**config.mk**
```make
export PLATFORM = sky130hd
export DESIGN_NAME = hmld_front
export DESIGN_NICKNAME = d
export VERILOG_FILES = /design/src/huffman_merge_list_decoder_core_defines.svh /design/src/hmld_pkg.sv /design/src/hmld_fifo.sv /design/src/hmld_front.sv
export SDC_FILE = /design/constraint.sdc
export NUM_CORES = 1
export LEC_CHECK = 0
export ABC_AREA = 0
export BUFFER_PORTS_ARGS = -buffer_cell sky130_fd_sc_hd__buf_4
export CORE_ASPECT_RATIO = 2
export CORE_MARGIN = 2
export CORE_UTILIZATION = 27
export CTS_BUF_LIST = sky130_fd_sc_hd__clkbuf_2 sky130_fd_sc_hd__clkbuf_4 sky130_fd_sc_hd__clkbuf_8
export DETAILED_ROUTE_END_ITERATION = 6
export HOLD_SLACK_MARGIN = 0.15
export SLEW_MARGIN = 30
export SYNTH_ARGS = -nofsm -noshare
export SYNTH_HDL_FRONTEND = slang
export SYNTH_SLANG_ARGS = --single-unit
```
**constraint.sdc**
```tcl
create_clock -name clk -period 4.9 [get_ports clk]
set_input_delay 0.735 -clock clk [delete_from_list [all_inputs] [get_ports clk]]
set_output_delay 0.735 -clock clk [all_outputs]
set_load 0.02 [all_outputs]
```
**src/huffman_merge_list_decoder_core_defines.svh**
```systemverilog
// assertion helpers shared by the decoder rtl
`ifndef HUFFMAN_MERGE_LIST_DECODER_CORE_DEFINES_SVH
`define HUFFMAN_MERGE_LIST_DECODER_CORE_DEFINES_SVH

// condition must never hold outside reset
`define HMLD_ASSERT_NEVER(label, cond, msg) \
  label: assert property (@(posedge clk) disable iff (!rst_n) !(cond)) else $error(msg);

// antecedent in a cycle implies consequent in the same cycle
`define HMLD_ASSERT_IMPLY(label, ante, cons, msg) \
  label: assert property (@(posedge clk) disable iff (!rst_n) (ante) |-> (cons)) \
    else $error(msg);

`endif

```
**src/hmld_pkg.sv**
```systemverilog
`default_nettype none
package hmld_pkg;

  // default sizing
  localparam int SYMBOL_BITS_DEF = 8;
  localparam int MAX_PAIRS_DEF   = 255;

  // fixed field widths
  localparam int FIELD_W       = 8;
  localparam int PAIR_COUNT_W  = 8;
  localparam int PIXEL_COUNT_W = 25;
  localparam int CFG_INDEX_W   = 2;
  localparam int QUEUE_DEPTH   = 2;

  // register indexes
  localparam logic [CFG_INDEX_W-1:0] CFG_PAIR_COUNT  = 2'd0;
  localparam logic [CFG_INDEX_W-1:0] CFG_PIXEL_COUNT = 2'd1;

  // input operations
  localparam logic OP_LOAD = 1'b0;
  localparam logic OP_CODE = 1'b1;

  typedef struct packed {
    logic               op;
    logic [FIELD_W-1:0] pair_index;
    logic [FIELD_W-1:0] first_symbol;
    logic [FIELD_W-1:0] second_symbol;
    logic [FIELD_W-1:0] code_byte;
  } in_item_t;

  typedef struct packed {
    logic [FIELD_W-1:0] symbol;
    logic               last;
    logic               image_done;
  } out_item_t;

  typedef enum logic {
    CMD_LOAD,
    CMD_CODE
  } cmd_kind_t;

  // classified beat handed from front to back
  typedef struct packed {
    cmd_kind_t          kind;
    logic               idx_ok;
    logic [FIELD_W-1:0] pair_index;
    logic [FIELD_W-1:0] first_symbol;
    logic [FIELD_W-1:0] second_symbol;
    logic [FIELD_W-1:0] code_byte;
  } cmd_t;

  typedef enum logic [3:0] {
    BK_IDLE,
    BK_TOP_RD,
    BK_ROOT,
    BK_LEAF_A,
    BK_LEAF_B,
    BK_PAIR,
    BK_SCAN_RD,
    BK_SCAN_CMP,
    BK_SPLIT,
    BK_NEW_A,
    BK_NEW_B,
    BK_WALK_START,
    BK_WALK,
    BK_FLUSH
  } bk_state_t;

endpackage
`default_nettype wire

```
**src/hmld_fifo.sv**
```systemverilog
`default_nettype none
module hmld_fifo
  import hmld_pkg::*;
#(
  parameter int WIDTH = 8,
  parameter int DEPTH = QUEUE_DEPTH
) (
  input  wire logic             clk,
  input  wire logic             rst_n,
  input  wire logic             push,
  input  wire logic [WIDTH-1:0] din,
  output logic                  full,
  input  wire logic             pop,
  output logic [WIDTH-1:0]      dout,
  output logic                  empty
);

  localparam int PTR_W = (DEPTH > 1) ? $clog2(DEPTH) : 1;
  localparam int CNT_W = $clog2(DEPTH + 1);

  logic [WIDTH-1:0] mem_r [DEPTH];
  logic [PTR_W-1:0] wr_ptr_r, wr_ptr_nxt;
  logic [PTR_W-1:0] rd_ptr_r, rd_ptr_nxt;
  logic [CNT_W-1:0] cnt_r, cnt_nxt;
  logic             do_push, do_pop;

  assign full    = (cnt_r == CNT_W'(DEPTH));
  assign empty   = (cnt_r == '0);
  assign do_push = push && !full;
  assign do_pop  = pop && !empty;
  assign dout    = mem_r[rd_ptr_r];

  // pointer and count update
  always_comb begin
    wr_ptr_nxt = wr_ptr_r;
    rd_ptr_nxt = rd_ptr_r;
    cnt_nxt    = cnt_r;
    if (do_push) begin
      wr_ptr_nxt = (wr_ptr_r == PTR_W'(DEPTH - 1)) ? '0 : wr_ptr_r + PTR_W'(1);
    end
    if (do_pop) begin
      rd_ptr_nxt = (rd_ptr_r == PTR_W'(DEPTH - 1)) ? '0 : rd_ptr_r + PTR_W'(1);
    end
    if (do_push && !do_pop) begin
      cnt_nxt = cnt_r + CNT_W'(1);
    end else if (do_pop && !do_push) begin
      cnt_nxt = cnt_r - CNT_W'(1);
    end
  end

  always_ff @(posedge clk) begin
    if (!rst_n) begin
      wr_ptr_r <= '0;
      rd_ptr_r <= '0;
      cnt_r    <= '0;
    end else begin
      wr_ptr_r <= wr_ptr_nxt;
      rd_ptr_r <= rd_ptr_nxt;
      cnt_r    <= cnt_nxt;
    end
  end

  // storage
  always_ff @(posedge clk) begin
    if (do_push) begin
      mem_r[wr_ptr_r] <= din;
    end
  end

endmodule
`default_nettype wire

```
**src/hmld_front.sv**
```systemverilog
`default_nettype none
module hmld_front
  import hmld_pkg::*;
#(
  parameter int MAX_PAIRS = MAX_PAIRS_DEF
) (
  input  wire logic     clk,
  input  wire logic     rst_n,
  input  wire logic     push,
  input  wire in_item_t in_item,
  output logic          full,
  input  wire logic     cmd_pop,
  output cmd_t          cmd,
  output logic          cmd_empty
);

  cmd_t cmd_in;
  logic [$bits(cmd_t)-1:0] cmd_raw;

  // classify the incoming beat
  always_comb begin
    cmd_in.kind          = (in_item.op == OP_LOAD) ? CMD_LOAD : CMD_CODE;
    cmd_in.idx_ok        = (32'(in_item.pair_index) < MAX_PAIRS);
    cmd_in.pair_index    = in_item.pair_index;
    cmd_in.first_symbol  = in_item.first_symbol;
    cmd_in.second_symbol = in_item.second_symbol;
    cmd_in.code_byte     = in_item.code_byte;
  end

  // short queue towards the back end
  hmld_fifo #(
    .WIDTH ($bits(cmd_t)),
    .DEPTH (QUEUE_DEPTH)
  ) u_cmd_q (
    .clk   (clk),
    .rst_n (rst_n),
    .push  (push),
    .din   (cmd_in),
    .full  (full),
    .pop   (cmd_pop),
    .dout  (cmd_raw),
    .empty (cmd_empty)
  );

  assign cmd = cmd_t'(cmd_raw);

endmodule
`default_nettype wire

```
== Yosys cells after proc, flatten, opt, wreduce, memory -nomap -nowiden ==
Memory sizes are Yosys's and may differ from the RTL's. A register that Yosys moved wholly into a read port is not among the register bits.
Index checks and enable logic that the tools add are counted.

* Bits in registers: 4
* Memory bits (writable): 68
* Bits of input ports: 37
* Output and inout port bits: 36
* Word-level logic and storage cells: 29
* Memories kept: 1

{| class="wikitable"
|+ Memory list
! memory !! words !! bits a word !! rd ports !! clocked after memory_dff !! write ports !! RTL line !! source
|-
| u_cmd_q.mem_r || 2 || 34 || 1 || 1 || 1 || hmld_fifo.sv:21 || <nowiki>logic [WIDTH-1:0] mem_r [DEPTH];</nowiki>
|}

* $add $sub $neg: 4
* Magnitude comparators: 1
* Eq/ne operators: 1
* Muxes and demuxes: 9
* Reduce and logical (&&, ||, !) cells: 10

{| class="wikitable"
|+ Operators with widths
! cell !! count
|-
| 8-bit less-than comparator, second input constant || 1
|-
| 1-bit 2-to-1 mux || 7
|-
| 1-bit logical AND || 4
|-
| 1-bit zero test || 4
|-
| 2-bit 2-to-1 mux || 2
|-
| 1-bit adder, second input constant || 2
|-
| 2-bit by 1-bit adder with 2-bit output, second input constant || 1
|-
| 2-bit == test, second input constant || 1
|-
| 2-bit zero test || 1
|-
| 2-bit nonzero test || 1
|-
| 2-bit by 1-bit subtractor with 2-bit output, second input constant || 1
|}

== Depth between registers and ports, before layout ==
* Depth in word-level cells: 7
* Gate-level depth with buffers: 7
* Depth with buffers taken out: 7

== Modules after synthesis ==
From an unflattened synthesis, not the netlist that was laid out.

* Cells, all modules: 134
* Area total of the unflattened synthesis: 2,705.1 sq um

{| class="wikitable"
|+ Modules (own cells, without submodules)
! module !! instances !! cells an instance !! area an instance (sq um) !! seq. area each (sq um)
|-
| hmld_fifo || 1 || 131 || 2,686.3 || 2,142.1
|-
| hmld_front || 1 || 3 || 18.8 || 0.0
|}

== Worst setup path after synthesis ==
No wires, ideal clock.

* Kind: input port to flip-flop
* Start: input push
* End: memory u_cmd_q.mem_r[0][0] (netlist name) (enable)
* Library setup time: 0.421 ns
* Arrival: 2.186 ns
* Required time: 4.479 ns
* Path slack: 2.293 ns
* Cell stages on the path: 2
* Buffers on the path: 0
* Path through: inv_1 nor3_2

* Longest elaborated chain between the ends: 3

{| class="wikitable"
|+ Ends and longest elaborated chain
! element !! RTL line !! source
|-
| from (decl) || hmld_front.sv:9 || <nowiki>input wire logic push,</nowiki>
|-
| 1-bit logical AND || hmld_fifo.sv:29 || <nowiki>assign do_push = push && !full;</nowiki>
|-
| 1-bit 2-to-1 mux || hmld_fifo.sv:65 || <nowiki>if (do_push) begin</nowiki>
|-
| 1-bit 2-to-1 mux (not written as such) || hmld_fifo.sv:66 || <nowiki>mem_r[wr_ptr_r] <= din;</nowiki>
|-
| to (decl) || hmld_fifo.sv:21 ||
|}

Every way passes these cells.

==> impl_metrics.toml <==
[run_status]
outcome = "completed"

[clock_tree]
cts_buffer_depth = 2
cts_num_sinks = 73
clk_pin_slew_ns = 0.07
cts_tree = "done"
root_buffer = "clkbuf_8"
cts_hold_buffers = 0
cts_resized = 0
cts_setup_buffers = 0
clk_latency_ns = 0.34
cts_htree_levels = 3
cts_buffers = 9

[synth]
async_reset_ff_share_pct = 0
ys_top_cells_by_area = "edfxtp_1 75%, mux2_2 14%, dfxtp_1 3.7%"
synth_nets = 172
ys_seq_area_share_pct = 79.2
ys_types = 23
synthMostInstantiatedCell = "edfxtp_1"
synth-edff-count = 68
synthTopCellsByCount = "68 x edfxtp_1, 34 x mux2_2, 5 x dfxtp_1"
synth-main-ff-cell = "edfxtp_1"
synth_top_area_share_pct = 75.5
synth-warning-count = 0
ys_ff_latch = 73
synth_area_leader_cell = "edfxtp_1"
syn_inst = 134
post_synth.cell_area_avg_um2 = 20.2
syn-cell-area_um2 = 2710

[setup_path]
critical_path_class = "flop to output pin"
crit_path_max_incr_delay_ns = 0.89
endpoint_kind = "output pin"
worstPathCellList = "mux2_2 -> buf_4"
required_ns = 4.16
cp.arrival_ns = 1.82
regToRegStartpoint = "u_cmd_q.cnt_r[0]"
critPathBufInv = 1
cp-start-kind = "flop"
cp_top_family = "flip-flops"
critPathSlowestCell = "dfxtp_2"
path_max_fanout = 34

[cells_and_area]
regArea_um2 = 2140
n_antenna_cell = 0
finalNetCount = 252
area_growth_syn_to_layout_pct = 32.8
multi_input_comb_area_um2 = 536
finish.utilization_pct = 36.8
final_area_um2 = 3590
layout-drive-gt1-share_pct = 58.0
fillers = 932

[power]
comb_power_share_pct = 29.0
p_leak_nw = 1.30
ir_drop_uv = 245
p_sw_uw = 552
seq_power_share_pct = 46.3
power_density_nw_per_um2 = 510
clkPwrFrac_pct = 24.7
p_sw_share_pct = 30.1
p_int_mw = 1.28

[timing]
fin_crit_ns = 2.56
period_share_pct = 52.2
whs_ns = 0.516
finalSetupViolCount = 0
rsz0062_at_grt = "no"
slew-limit-headroom_pct = 40.5
fin_setup_tns_ns = 0
drv_slew = 0
finalHoldViolCount = 0
fin_ws_ns = 2.34
clock.fmax_mhz = 391
skew_ns = 0.00672
tightest_slew_ns = 0.892

[drt]
drc = 0
wl_per_cell_um = 14.2
vias_per_cell = 4.03
wl_um = 4990
drtPass1Iterations = 4
drt_iter0_drc = 69
num_vias = 1414
drtAntennaViolNets = 0

[global_route]
grt_pass1_wl_um = 7850
grtUsageTotal_pct = 10.0
antenna_found_initial = 0
first_global_vias = 1633
grt_max_degree = 36
gr-total-overflow = 0

[hold_path]
hold_start = "u_cmd_q.cnt_r[1]"
hold_path.class = "flop to flop"

[place]
dpl-instance-area_um2 = 3400
place_congestion = 0.720
io_buffer_count = 72
dpl.hpwl_um = 3220
pre_cts_ws_ns = 2.65

[die]
die_h_um = 146
io_pins = 73
start_util_pct = 27.7
core_um2 = 9760
num_rows = 51
dieArea_um2 = 10900
die_x_um = 74.8

[flow_run]
max_cap_violations = 0
-- kinds of logic (layout without fill, tap and decap cells) --
logic type               Yosys count  count (layout)  synth area share, %
buffers and inverters              6              91                 1.29
AND/OR/NAND/NOR                   12              12                 2.73
XOR/XNOR                           3               3                0.972
multiplexers                      34              34                 14.2
AO/OA/AOI/OAI                      5               5                 1.20
flip-flops                        73              73                 79.2
adder cells (fa/ha/maj)            1               1                0.462
-- worst min-delay path: stages (launching register included) --
cell	delay (ns)
dfxtp_1	0.34
o21ai_0	0.08
a21boi_1	0.06
-- cell usage in the layout, fill, tap and decap left out --
| cell | n |
|---|---|
| nor3_4 | 1 |
| and3_2 | 1 |
| xnor2_1 | 2 |
| clkbuf_8 | 9 |
| clkinv_2 | 1 |
| a21boi_0 | 1 |
| nand4_1 | 2 |
| bufinv_16 | 1 |
| dfxtp_1 | 4 |
| and2_1 | 3 |
| o21ai_0 | 1 |
| inv_1 | 1 |
| or2_2 | 1 |
| clkinv_1 | 1 |
| mux2_2 | 34 |
| xor2_1 | 1 |
| ha_1 | 1 |
| or3_1 | 1 |
| edfxtp_1 | 68 |
| clkinvlp_4 | 3 |
| o21ai_1 | 1 |
| o21a_1 | 1 |
| nand2b_1 | 1 |
| inv_2 | 1 |
| buf_4 | 73 |
| a21boi_1 | 1 |
| inv_6 | 1 |
| dfxtp_2 | 1 |
| nor2_1 | 2 |
-- flip-flops by register name (all words and copies together), names as in the netlist, named ones only --
register and cells:
u_cmd_q.wr_ptr_r 1, u_cmd_q.mem_r 68, u_cmd_q.rd_ptr_r 1, u_cmd_q.cnt_r 2
-- power by group through the flow --
stage	Clock (mW)	Sequential, mW	Combinational, mW
after floorplan	0	0.817	0.369
after global placement	0	0.863	0.535
after detailed placement	0	0.867	0.541
after CTS	0.479	0.853	0.543
after global routing	0.509	0.862	0.573
final	0.453	0.849	0.532
-- final cells by class --
class / count / area share (%)
Clock buffer: 9 / 3.45
Clock inverter: 7 / 1.95
Inverter: 2 / 0.209
Multi-Input combinational cell: 55 / 14.9
Sequential cell: 73 / 59.6
Tap cell: 132 / 4.60
Timing Repair Buffer: 73 / 15.3
-- path summary, 6_finish.rpt --
kind | to | slack, ns | depth (start not counted)
setup / recovery | cmd[8] | 2.34 | 2
hold / removal | u_cmd_q.cnt_r[1] | 0.52 | 2
setup reg to reg | u_cmd_q.mem_r[1][5] | 3.13 | 2
hold reg to reg | u_cmd_q.cnt_r[1] | 0.52 | 2
-- per-stage QoR --
stage	power, mW	std cells
final	1.83	351
after global routing	1.94	351
after CTS	1.87	351
after detailed placement	1.41	335
after global placement	1.40	335
after floorplan	1.19	134
-- metal layers --
| layer | vias up | part of all wire, % | track usage (%) | routed length [um] |
|---|---|---|---|---|
| li1 | 675 | - | - | - |
| met3 | 9 | 7.1 | 4.71 | 353 |
| met1 | 687 | 33 | 8.54 | 1630 |
| met4 | 0 | 2.9 | 6.52 | 145 |
| met5 | - | 0 | 0 | 0 |
| met2 | 43 | 57 | 17.6 | 2860 |
No activity file was read; power rests on OpenSTA's default activity.
