$ cat src/huffman_merge_list_decoder_core_defines.svh
// assertion helpers shared by the decoder rtl
`ifndef HUFFMAN_MERGE_LIST_DECODER_CORE_DEFINES_SVH
`define HUFFMAN_MERGE_LIST_DECODER_CORE_DEFINES_SVH

// condition must never hold outside reset
`define HMLD_ASSERT_NEVER(label, cond, msg) \
  label: assert property (@(posedge clk) disable iff (!rst_n) !(cond)) else $error(msg);

// antecedent in a cycle implies consequent in the same cycle
`define HMLD_ASSERT_IMPLY(label, ante, cons, msg) \
  label: assert property (@(posedge clk) disable iff (!rst_n) (ante) |-> (cons)) \
    else $error(msg);

`endif

$ cat src/hmld_pkg.sv
`default_nettype none
package hmld_pkg;

  // default sizing
  localparam int SYMBOL_BITS_DEF = 8;
  localparam int MAX_PAIRS_DEF   = 255;

  // fixed field widths
  localparam int FIELD_W       = 8;
  localparam int PAIR_COUNT_W  = 8;
  localparam int PIXEL_COUNT_W = 25;
  localparam int CFG_INDEX_W   = 2;
  localparam int QUEUE_DEPTH   = 2;

  // register indexes
  localparam logic [CFG_INDEX_W-1:0] CFG_PAIR_COUNT  = 2'd0;
  localparam logic [CFG_INDEX_W-1:0] CFG_PIXEL_COUNT = 2'd1;

  // input operations
  localparam logic OP_LOAD = 1'b0;
  localparam logic OP_CODE = 1'b1;

  typedef struct packed {
    logic               op;
    logic [FIELD_W-1:0] pair_index;
    logic [FIELD_W-1:0] first_symbol;
    logic [FIELD_W-1:0] second_symbol;
    logic [FIELD_W-1:0] code_byte;
  } in_item_t;

  typedef struct packed {
    logic [FIELD_W-1:0] symbol;
    logic               last;
    logic               image_done;
  } out_item_t;

  typedef enum logic {
    CMD_LOAD,
    CMD_CODE
  } cmd_kind_t;

  // classified beat handed from front to back
  typedef struct packed {
    cmd_kind_t          kind;
    logic               idx_ok;
    logic [FIELD_W-1:0] pair_index;
    logic [FIELD_W-1:0] first_symbol;
    logic [FIELD_W-1:0] second_symbol;
    logic [FIELD_W-1:0] code_byte;
  } cmd_t;

  typedef enum logic [3:0] {
    BK_IDLE,
    BK_TOP_RD,
    BK_ROOT,
    BK_LEAF_A,
    BK_LEAF_B,
    BK_PAIR,
    BK_SCAN_RD,
    BK_SCAN_CMP,
    BK_SPLIT,
    BK_NEW_A,
    BK_NEW_B,
    BK_WALK_START,
    BK_WALK,
    BK_FLUSH
  } bk_state_t;

endpackage
`default_nettype wire

$ cat src/hmld_fifo.sv
`default_nettype none
module hmld_fifo
  import hmld_pkg::*;
#(
  parameter int WIDTH = 8,
  parameter int DEPTH = QUEUE_DEPTH
) (
  input  wire logic             clk,
  input  wire logic             rst_n,
  input  wire logic             push,
  input  wire logic [WIDTH-1:0] din,
  output logic                  full,
  input  wire logic             pop,
  output logic [WIDTH-1:0]      dout,
  output logic                  empty
);

  localparam int PTR_W = (DEPTH > 1) ? $clog2(DEPTH) : 1;
  localparam int CNT_W = $clog2(DEPTH + 1);

  logic [WIDTH-1:0] mem_r [DEPTH];
  logic [PTR_W-1:0] wr_ptr_r, wr_ptr_nxt;
  logic [PTR_W-1:0] rd_ptr_r, rd_ptr_nxt;
  logic [CNT_W-1:0] cnt_r, cnt_nxt;
  logic             do_push, do_pop;

  assign full    = (cnt_r == CNT_W'(DEPTH));
  assign empty   = (cnt_r == '0);
  assign do_push = push && !full;
  assign do_pop  = pop && !empty;
  assign dout    = mem_r[rd_ptr_r];

  // pointer and count update
  always_comb begin
    wr_ptr_nxt = wr_ptr_r;
    rd_ptr_nxt = rd_ptr_r;
    cnt_nxt    = cnt_r;
    if (do_push) begin
      wr_ptr_nxt = (wr_ptr_r == PTR_W'(DEPTH - 1)) ? '0 : wr_ptr_r + PTR_W'(1);
    end
    if (do_pop) begin
      rd_ptr_nxt = (rd_ptr_r == PTR_W'(DEPTH - 1)) ? '0 : rd_ptr_r + PTR_W'(1);
    end
    if (do_push && !do_pop) begin
      cnt_nxt = cnt_r + CNT_W'(1);
    end else if (do_pop && !do_push) begin
      cnt_nxt = cnt_r - CNT_W'(1);
    end
  end

  always_ff @(posedge clk) begin
    if (!rst_n) begin
      wr_ptr_r <= '0;
      rd_ptr_r <= '0;
      cnt_r    <= '0;
    end else begin
      wr_ptr_r <= wr_ptr_nxt;
      rd_ptr_r <= rd_ptr_nxt;
      cnt_r    <= cnt_nxt;
    end
  end

  // storage
  always_ff @(posedge clk) begin
    if (do_push) begin
      mem_r[wr_ptr_r] <= din;
    end
  end

endmodule
`default_nettype wire

$ cat config.mk
export PLATFORM = sky130hd
export DESIGN_NAME = hmld_fifo
export DESIGN_NICKNAME = d
export VERILOG_FILES = /design/src/huffman_merge_list_decoder_core_defines.svh /design/src/hmld_pkg.sv /design/src/hmld_fifo.sv
export SDC_FILE = /design/constraint.sdc
export NUM_CORES = 1
export LEC_CHECK = 0
export BUFFER_PORTS_ARGS = -buffer_cell sky130_fd_sc_hd__buf_2
export CORE_MARGIN = 2
export CORE_UTILIZATION = 40
export DETAILED_ROUTE_END_ITERATION = 16
export GPL_TIMING_DRIVEN = 0
export PLACE_DENSITY = 0.66
export SYNTH_ARGS = -nofsm -noshare
export SYNTH_HDL_FRONTEND = slang
export SYNTH_SLANG_ARGS = --single-unit
$ cat constraint.sdc
create_clock -name clk -period 1.45 [get_ports clk]
set_clock_uncertainty 0.1 [all_clocks]
set_input_delay 0.29 -clock clk [delete_from_list [all_inputs] [get_ports clk]]
set_output_delay 0.29 -clock clk [all_outputs]
set_load 0.05 [all_outputs]
Word level (Yosys, flattened, before mapping) --
Memories as Yosys holds them, arrays and structs flattened. A register that Yosys moved wholly into a read port is not among the register bits. Cells that the tools add are included.
Cells by class: add/subtract/negate cells 4, eq/ne operators 1, mux-type cells 8, reductions and logical operators 10
Operators by type and width (number):
- 1-bit two-way mux | 6
- 1-bit logical AND | 4
- 1-bit logical NOT | 4
- 2-bit two-way mux | 2
- 1-bit adder (second input constant) | 2
- 2-bit by 1-bit adder with 2-bit output (second input constant) | 1
- 2-bit == test (second input constant) | 1
- 2-bit logical NOT | 1
- 2-bit nonzero test | 1
- 2-bit by 1-bit subtractor with 2-bit output (second input constant) | 1
Storage, ports and cells: flip-flop bits (word level) 4, RAM bits 16, bits of input ports 12, output and inout bits 10, word-level logic and storage cells 27, memories kept 1
Memory list:
- mem_r | words 2, width 8, rd ports 1, clocked after memory_dff 1, write ports 1, RTL line hmld_fifo.sv:21 | logic [WIDTH-1:0] mem_r [DEPTH];

Longest topological paths before layout --
Gate-level depths: netlist of run 1.
depth after elaboration 7, depth in mapped cells 7

Worst setup path before layout of run 1 --
No wires, ideal clock.
path kind flip-flop to flip-flop, from register cnt_r[0], to register cnt_r[1], library setup time 0.070 ns, arrival time 1.559 ns, data required time 1.280 ns, setup slack -0.279 ns, stages on the path, launching flop included 7, path buffers 0, cell sequence dfxtp_1 nand2b_1 inv_2 nor2_1 ha_1 or3_1 a21boi_1
On the way: longest elaborated chain between the ends 6, elaborated cells between the ends (all ways) 15, those cells by class add/sub: 2; eq/ne: 1; mux: 2; reduce/logical: 10
Ends and longest elaborated chain:
- start, declared | RTL line hmld_fifo.sv:24 | logic [CNT_W-1:0] cnt_r, cnt_nxt;
- start signal, assigned | RTL line hmld_fifo.sv:59 | cnt_r <= cnt_nxt;
- 2-bit == test (*) | RTL line hmld_fifo.sv:27 | assign full = (cnt_r == CNT_W'(DEPTH));
- net full | RTL line hmld_fifo.sv:12 | output logic full,
- 1-bit logical NOT (*) | RTL line hmld_fifo.sv:29 | assign do_push = push && !full;
- 1-bit logical AND (*) | RTL line hmld_fifo.sv:29
- 1-bit logical NOT | RTL line hmld_fifo.sv:46 | end else if (do_pop && !do_push) begin
- 1-bit logical AND | RTL line hmld_fifo.sv:46
- 2-bit nonzero test (no source line)
The timed path passes the listed nets; every way through them passes the cells marked *. The select of a mux whose other input is x is not followed. A chain may end at the register's enable or synchronous reset.

==> results of run 1 <==
==> placed cells by master (no fill, tap or decap) <==
| master | synthesis | routed |
|---|---|---|
| edfxtp_1 | 16 | 16 |
| buf_2 | 1 | 11 |
| buf_8 | 0 | 10 |
| mux2_4 | 0 | 8 |
| and2_1 | 3 | 3 |
| clkbuf_4 | 0 | 3 |
| buf_6 | 0 | 3 |
| buf_4 | 0 | 3 |
| nor2_4 | 0 | 2 |
| xnor2_1 | 2 | 2 |
| dfxtp_4 | 0 | 2 |
| dfxtp_1 | 5 | 2 |
| nand2b_4 | 0 | 1 |
| inv_8 | 0 | 1 |
| inv_1 | 1 | 1 |
| o21ai_2 | 0 | 1 |
| and3_4 | 0 | 1 |
| nor3_4 | 0 | 1 |
| a21boi_0 | 1 | 1 |
| o21a_1 | 1 | 1 |
| xor2_1 | 1 | 1 |
| o21ai_0 | 1 | 1 |
| or3_1 | 1 | 1 |
| a21boi_1 | 1 | 1 |
| ha_4 | 0 | 1 |
| dfxtp_2 | 0 | 1 |
| clkinv_2 | 0 | 1 |
==> critical path: cells and delay by family (launching register included) <==
kind     cells  cell delay (ns)
buf+inv      2             0.29
flops        1             0.35
mux          1             0.31
==> kinds of logic (layout without fill, tap and decap cells) <==
kind of cell	count (synthesis)	in the layout	synth area share [%]
adders and majority gates	1	1	1.55
AOI/OAI and AO/OA	5	5	4.02
and+or+nand+nor	9	9	6.80
DFF	21	21	71.7
xor gates and xnor gates	3	3	3.25
buffers and inverters	3	33	1.54
muxes	8	8	11.1
==> final timing paths <==
kind | end | slack, ns | cells after the start
max | dout[7] | -0.19 | 3
min | mem_r[1][5] | 0.07 | 1
max reg2reg | cnt_r[1] | -0.12 | 7
min reg2reg | cnt_r[1] | 0.47 | 2
==> final cells by class <==
cell class	count	share of cell area [%]
Tap cell	27	2.76
Timing Repair Buffer	26	20.1
Buffer	1	1.23
Clock buffer	3	1.84
Sequential cell	21	48.2
Inverter	2	1.23
Multi-Input combinational cell	26	24.2
Clock inverter	1	0.409
==> per-stage QoR <==
step | cells | cell area, um^2
floorplan | 50 | 831
global placement | 98 | 970
global route | 107 | 1220
finish | 107 | 1220
detailed placement | 98 | 970
CTS | 104 | 1180
==> power by group <==
part           internal, mW  switching, mW  leakage (nW)
combinational         0.669          0.717         0.276
clock                 0.103          0.169        0.0177
sequential            0.785         0.0770         0.192
==> repair_timing <==
item	CTS	global route
pin swaps	2	2
buffers inserted	2	3
setup endpoints to repair	21	11
hold buffers	0	0
resized for setup	48	6
hold endpoints to repair	0	0
==> sequential cells by signal, summed over array words and instances (netlist names), named ones only <==
| signal | cells |
|---|---|
| wr_ptr_r | 1 |
| cnt_r | 2 |
| mem_r | 16 |
| rd_ptr_r | 1 |
==> metal layers <==
metal | up-vias | GRT usage, %
met2 | 15 | 22.4
met5 | - | 0
met3 | 2 | 3.37
met1 | 237 | 13.9
li1 | 241 | -
met4 | 0 | 7.14
==> impl_metrics.csv, run 1 <==
group,metric,value,unit
synth,synth_edf_count,16,
clock_network,clk_latency,0.29,ns
synth,ys_types,20,
floorplanning,ios,22,
placed_design,gp_congestion,0.644,
clock_network,h-tree-depth,1,
placed_design,pre_cts_ws,-0.155,ns
synth,syn_avg_cell_area,16.2,um^2
clock_network,cts.path.max_buffers,2,
sta,fmax,609,MHz
floorplanning,initial_utilization,41.7,%
final_layout,seqCellArea,589,um^2
global_route,gr-total-overflow,0,
power_and_ir_drop,report.power.total,2.52,mW
final_layout,syn_to_final_growth,51.2,%
final_layout,drive_gt1_share,62.5,%
route,antenna_left,0,
route,top_layer,"met4",
clock_network,cts-buffers-inserted,3,
sta,finalCriticalPeriod,1.64,ns
final_layout,final_util,63.0,%
synth,syn_inst,50,
final_layout,multi_input_area,297,um^2
floorplanning,die_y,49.0,um
final_layout,fill_cells,152,
floorplanning,fp.dieW,49.0,um
sta,period_share,113,%
floorplanning,core,1940,um^2
synth,synth_top_flop_cell,"edfxtp_1",
run,cap_violations,0,
worst_setup_path,crit_slowest_cell,"dfxtp_2",
power_and_ir_drop,powerDensity,2060,nW/um^2
global_route,grt_pass1_wl,2250,um
outcome,violations,"setup timing",
synth,synth_top_area_share,59.4,%
worst_setup_path,timing.rr.start,"cnt_r[0]",
sta,fin_tns_setup,-1.82,ns
route,first_pass_iters,2,
floorplanning,die-area,2400,um^2
global_route,grt_antenna_before_repair,0,
worst_setup_path,worstPathArrival,1.25,ns
sta,fin_ws,-0.193,ns
synth,synth_area_leader_cell,"edfxtp_1",
synth,yosysMostFrequentCell,"edfxtp_1",
synth,ys_seq_elements,21,
route,wl_met1,588,um
power_and_ir_drop,p_leak,0.486,nW
route,drtIter0Drc,3,
route,route.vias.total,495,
route,drt-total-wl,1440,um
worst_setup_path,path_cells,"buf_8, mux2_4, buf_6",
synth,synthArstFlopShare,0,%
global_route,grt_usage,12.7,%
route,drc,0,
sta,slew_violations,0,
clock_network,clock_sinks,21,
sta,rsz0062_at_grt,"yes",
synth,syn_area,810,um^2
floorplanning,placementRows,16,
global_route,grt_pass1_vias,534,
sta,hold_viol,0,
sta,maxSlewHeadroom,70.1,%
route,wl_per_cell,13.5,um
worst_setup_path,critPathMaxFanout,8,
worst_setup_path,worstSetupEndpointType,"output pin",
route,avgViaCountPerCell,4.63,
global_route,grt_start_max_net_pins,13,
clock_network,clockRootBuffer,"clkbuf_4",
worst_setup_path,critPathKind,"reg2out",
sta,hold_ws,0.0736,ns
route,wl_met3,50,um
clock_network,cts_tree,"yes",
synth,syn-num-nets,63,
outcome,status,"finished, violations left",
power_and_ir_drop,vdd.ir_drop.worst,1.30,mV
final_layout,n_antenna_cell,0,
synth,synth_top_cells_by_count,"edfxtp_1 (16), mux2_2 (8), dfxtp_1 (5)",
synth,ys_seq_area_share,71.7,%
placed_design,place_hpwl,926,um
hold_path,hp-start,"din[5]",
final_layout,fin_nets,94,
worst_setup_path,slowest_delay,0.35,ns
worst_setup_path,required,1.06,ns
worst_setup_path,start_kind,"flip-flop",
placed_design,io_buffers,21,
synth,synth_area_leaders,"edfxtp_1 (59%), dfxtp_1 (12%), mux2_2 (11%)",
sta,setup_violations,17,
clock_network,clk_pin_slew_worst_paths,0.11,ns
synth,yosysWarnings,0,
route,route.met2.wl,787,um
sta,tightestPinTransition,0.447,ns
hold_path,hold_path_class,"in2reg",
No activity file was read; power rests on OpenSTA's default activity.
==> inputs of run 2 (changes only) <==
--- a/config.mk
+++ b/config.mk
@@ -10,2 +10,3 @@
 export CORE_UTILIZATION = 40
+export CTS_CLUSTER_DIAMETER = 40
 export DETAILED_ROUTE_END_ITERATION = 16
--- a/constraint.sdc
+++ b/constraint.sdc
@@ -4,2 +4,2 @@
 set_output_delay 0.29 -clock clk [all_outputs]
-set_load 0.05 [all_outputs]
+set_load 0.1 [all_outputs]
==> run 2 against run 1 <==
Compared with the run above: the flow still finishes with violations (setup timing); via count is 0.20% higher; highest routed layer unchanged; critical path depth unchanged; utilization is 4.2 points higher; die area is the same.
==> impl_metrics.csv, run 2 (synthesis results as in run 1) <==
group,metric,value,unit
route,antenna_left,0,
worst_setup_path,critPathKind,"reg2out",
placed_design,io_buffers,21,
final_layout,fill_cells,146,
worst_setup_path,worstPathArrival,1.28,ns
sta,slew_violations,0,
placed_design,place_hpwl,816,um
worst_setup_path,worstSetupEndpointType,"output pin",
floorplanning,die_y,49.0,um
run,cap_violations,0,
final_layout,final_cell_mix,"edfxtp_1 (16), buf_12 (12), buf_2 (11)",
clock_network,h-tree-depth,1,
final_layout,fin_nets,94,
sta,period_share,115,%
worst_setup_path,critPathTopFamily,"flip-flops",
route,route.vias.total,496,
clock_network,cts-buffers-inserted,3,
floorplanning,ios,22,
route,wl_per_cell,12.8,um
floorplanning,initial_utilization,41.7,%
route,avgViaCountPerCell,4.64,
sta,finalCriticalPeriod,1.67,ns
sta,tightestPinTransition,0.202,ns
worst_setup_path,path_buf_inv,2,
sta,fin_ws,-0.223,ns
sta,setup_violations,10,
floorplanning,die-area,2400,um^2
global_route,gr-total-overflow,0,
placed_design,gp_congestion,0.699,
outcome,status,"finished, violations left",
worst_setup_path,critPathMaxFanout,8,
clock_network,clock_sinks,21,
route,first_pass_iters,3,
clock_network,clk_latency,0.29,ns
global_route,grt_pass1_vias,529,
final_layout,syn_to_final_growth,61.2,%
global_route,grt_pass1_wl,2410,um
final_layout,final_cell_area,1310,um^2
worst_setup_path,path_cells,"buf_8, mux2_4, buf_12",
sta,fmax,598,MHz
worst_setup_path,start_kind,"flip-flop",
final_layout,n_antenna_cell,0,
route,drtIter0Drc,1,
global_route,grt_start_max_net_pins,13,
floorplanning,placementRows,16,
sta,rsz0062_at_grt,"yes",
final_layout,largest_reg_flops,16,
floorplanning,core,1940,um^2
worst_setup_path,slowest_delay,0.35,ns
final_layout,reg_top3,"mem_r x16, cnt_r x2",
final_layout,final_common_cell,"edfxtp_1",
clock_network,holdBufCountCts,0,
clock_network,cts.path.max_buffers,2,
clock_network,clockRootBuffer,"clkbuf_4",
final_layout,largest-register,"mem_r",
global_route,grt_usage,13.5,%
clock_network,clk_pin_slew_worst_paths,0.11,ns
route,drt-total-wl,1370,um
final_layout,drive_gt1_share,62.5,%
worst_setup_path,required,1.06,ns
route,drc,0,
placed_design,placed_cell_area,986,um^2
clock_network,cts_tree,"yes",
sta,hold_viol,0,
outcome,violations,"setup timing",
sta,maxSlewHeadroom,86.5,%
worst_setup_path,crit_slowest_cell,"dfxtp_2",
floorplanning,fp.dieW,49.0,um
hold_path,hold_path_class,"in2reg",
global_route,grt_antenna_before_repair,0,
[run 2: layer usage]
metal | track usage [%] | part of all wire, % | vias up
li1 | - | - | 245
met1 | 17.3 | 41 | 238
met2 | 22.1 | 54 | 11
met3 | 3.07 | 3.7 | 2
met4 | 5.71 | 0.59 | 0
met5 | 0 | 0 | -
[run 2: per-stage QoR]
step | TNS [ns] | utilization [%] | setup WS (ns) | hold slack [ns] | instances
2_1_floorplan | -0.487 | - | -0.161 | 0.289 | 50
3_3_place_gp | -1.98 | 50.8 | -0.153 | 0.377 | 98
3_5_place_dp | -2.14 | 50.8 | -0.167 | 0.383 | 98
4_1_cts | -2.17 | 65.9 | -0.232 | 0.0666 | 107
5_1_grt | -2.85 | 67.2 | -0.276 | 0.0609 | 107
6_report | -1.97 | 67.2 | -0.223 | 0.0733 | 107
[run 2: final cells by class]
cell class	instances	area (um^2)	area share [%]
plain buffers	1	15.0	1.15
clock buffers	3	22.5	1.73
clock inverters	1	5.00	0.384
inverters	2	20.0	1.53
multi-input cells	26	297	22.7
flip-flops and latches	21	587	45.0
well taps	27	33.8	2.59
repair buffers	26	325	24.9
[run 2: final timing paths]
check	from	endpoint	slack (ns)	cells after the start
worst min-delay path	din[3]	mem_r[0][3]	0.07	1
worst max register to register	cnt_r[0]	cnt_r[1]	-0.11	6
worst max-delay path	flip-flop	dout[3]	-0.22	3
worst min register to register	cnt_r[1]	cnt_r[1]	0.45	2
[run 2: worst register-to-register path, cell delays in order, from the launching register on]
cell	delay, ns
dfxtp_4	0.41
nand2b_4	0.19
inv_12	0.04
nor2_4	0.09
ha_4	0.22
or3_1	0.34
a21boi_1	0.11
[run 2: repair_timing]
| item | in CTS | in global routing |
|---|---|---|
| pin swaps | 3 | 2 |
| endpoints found under the setup margin | 25 | 27 |
| gates resized for setup | 54 | 6 |
| buffers inserted | 5 | 1 |
Power of run 2 is not shown: default switching activity piles up to over one toggle a cycle in this logic, so the estimate is an artifact.
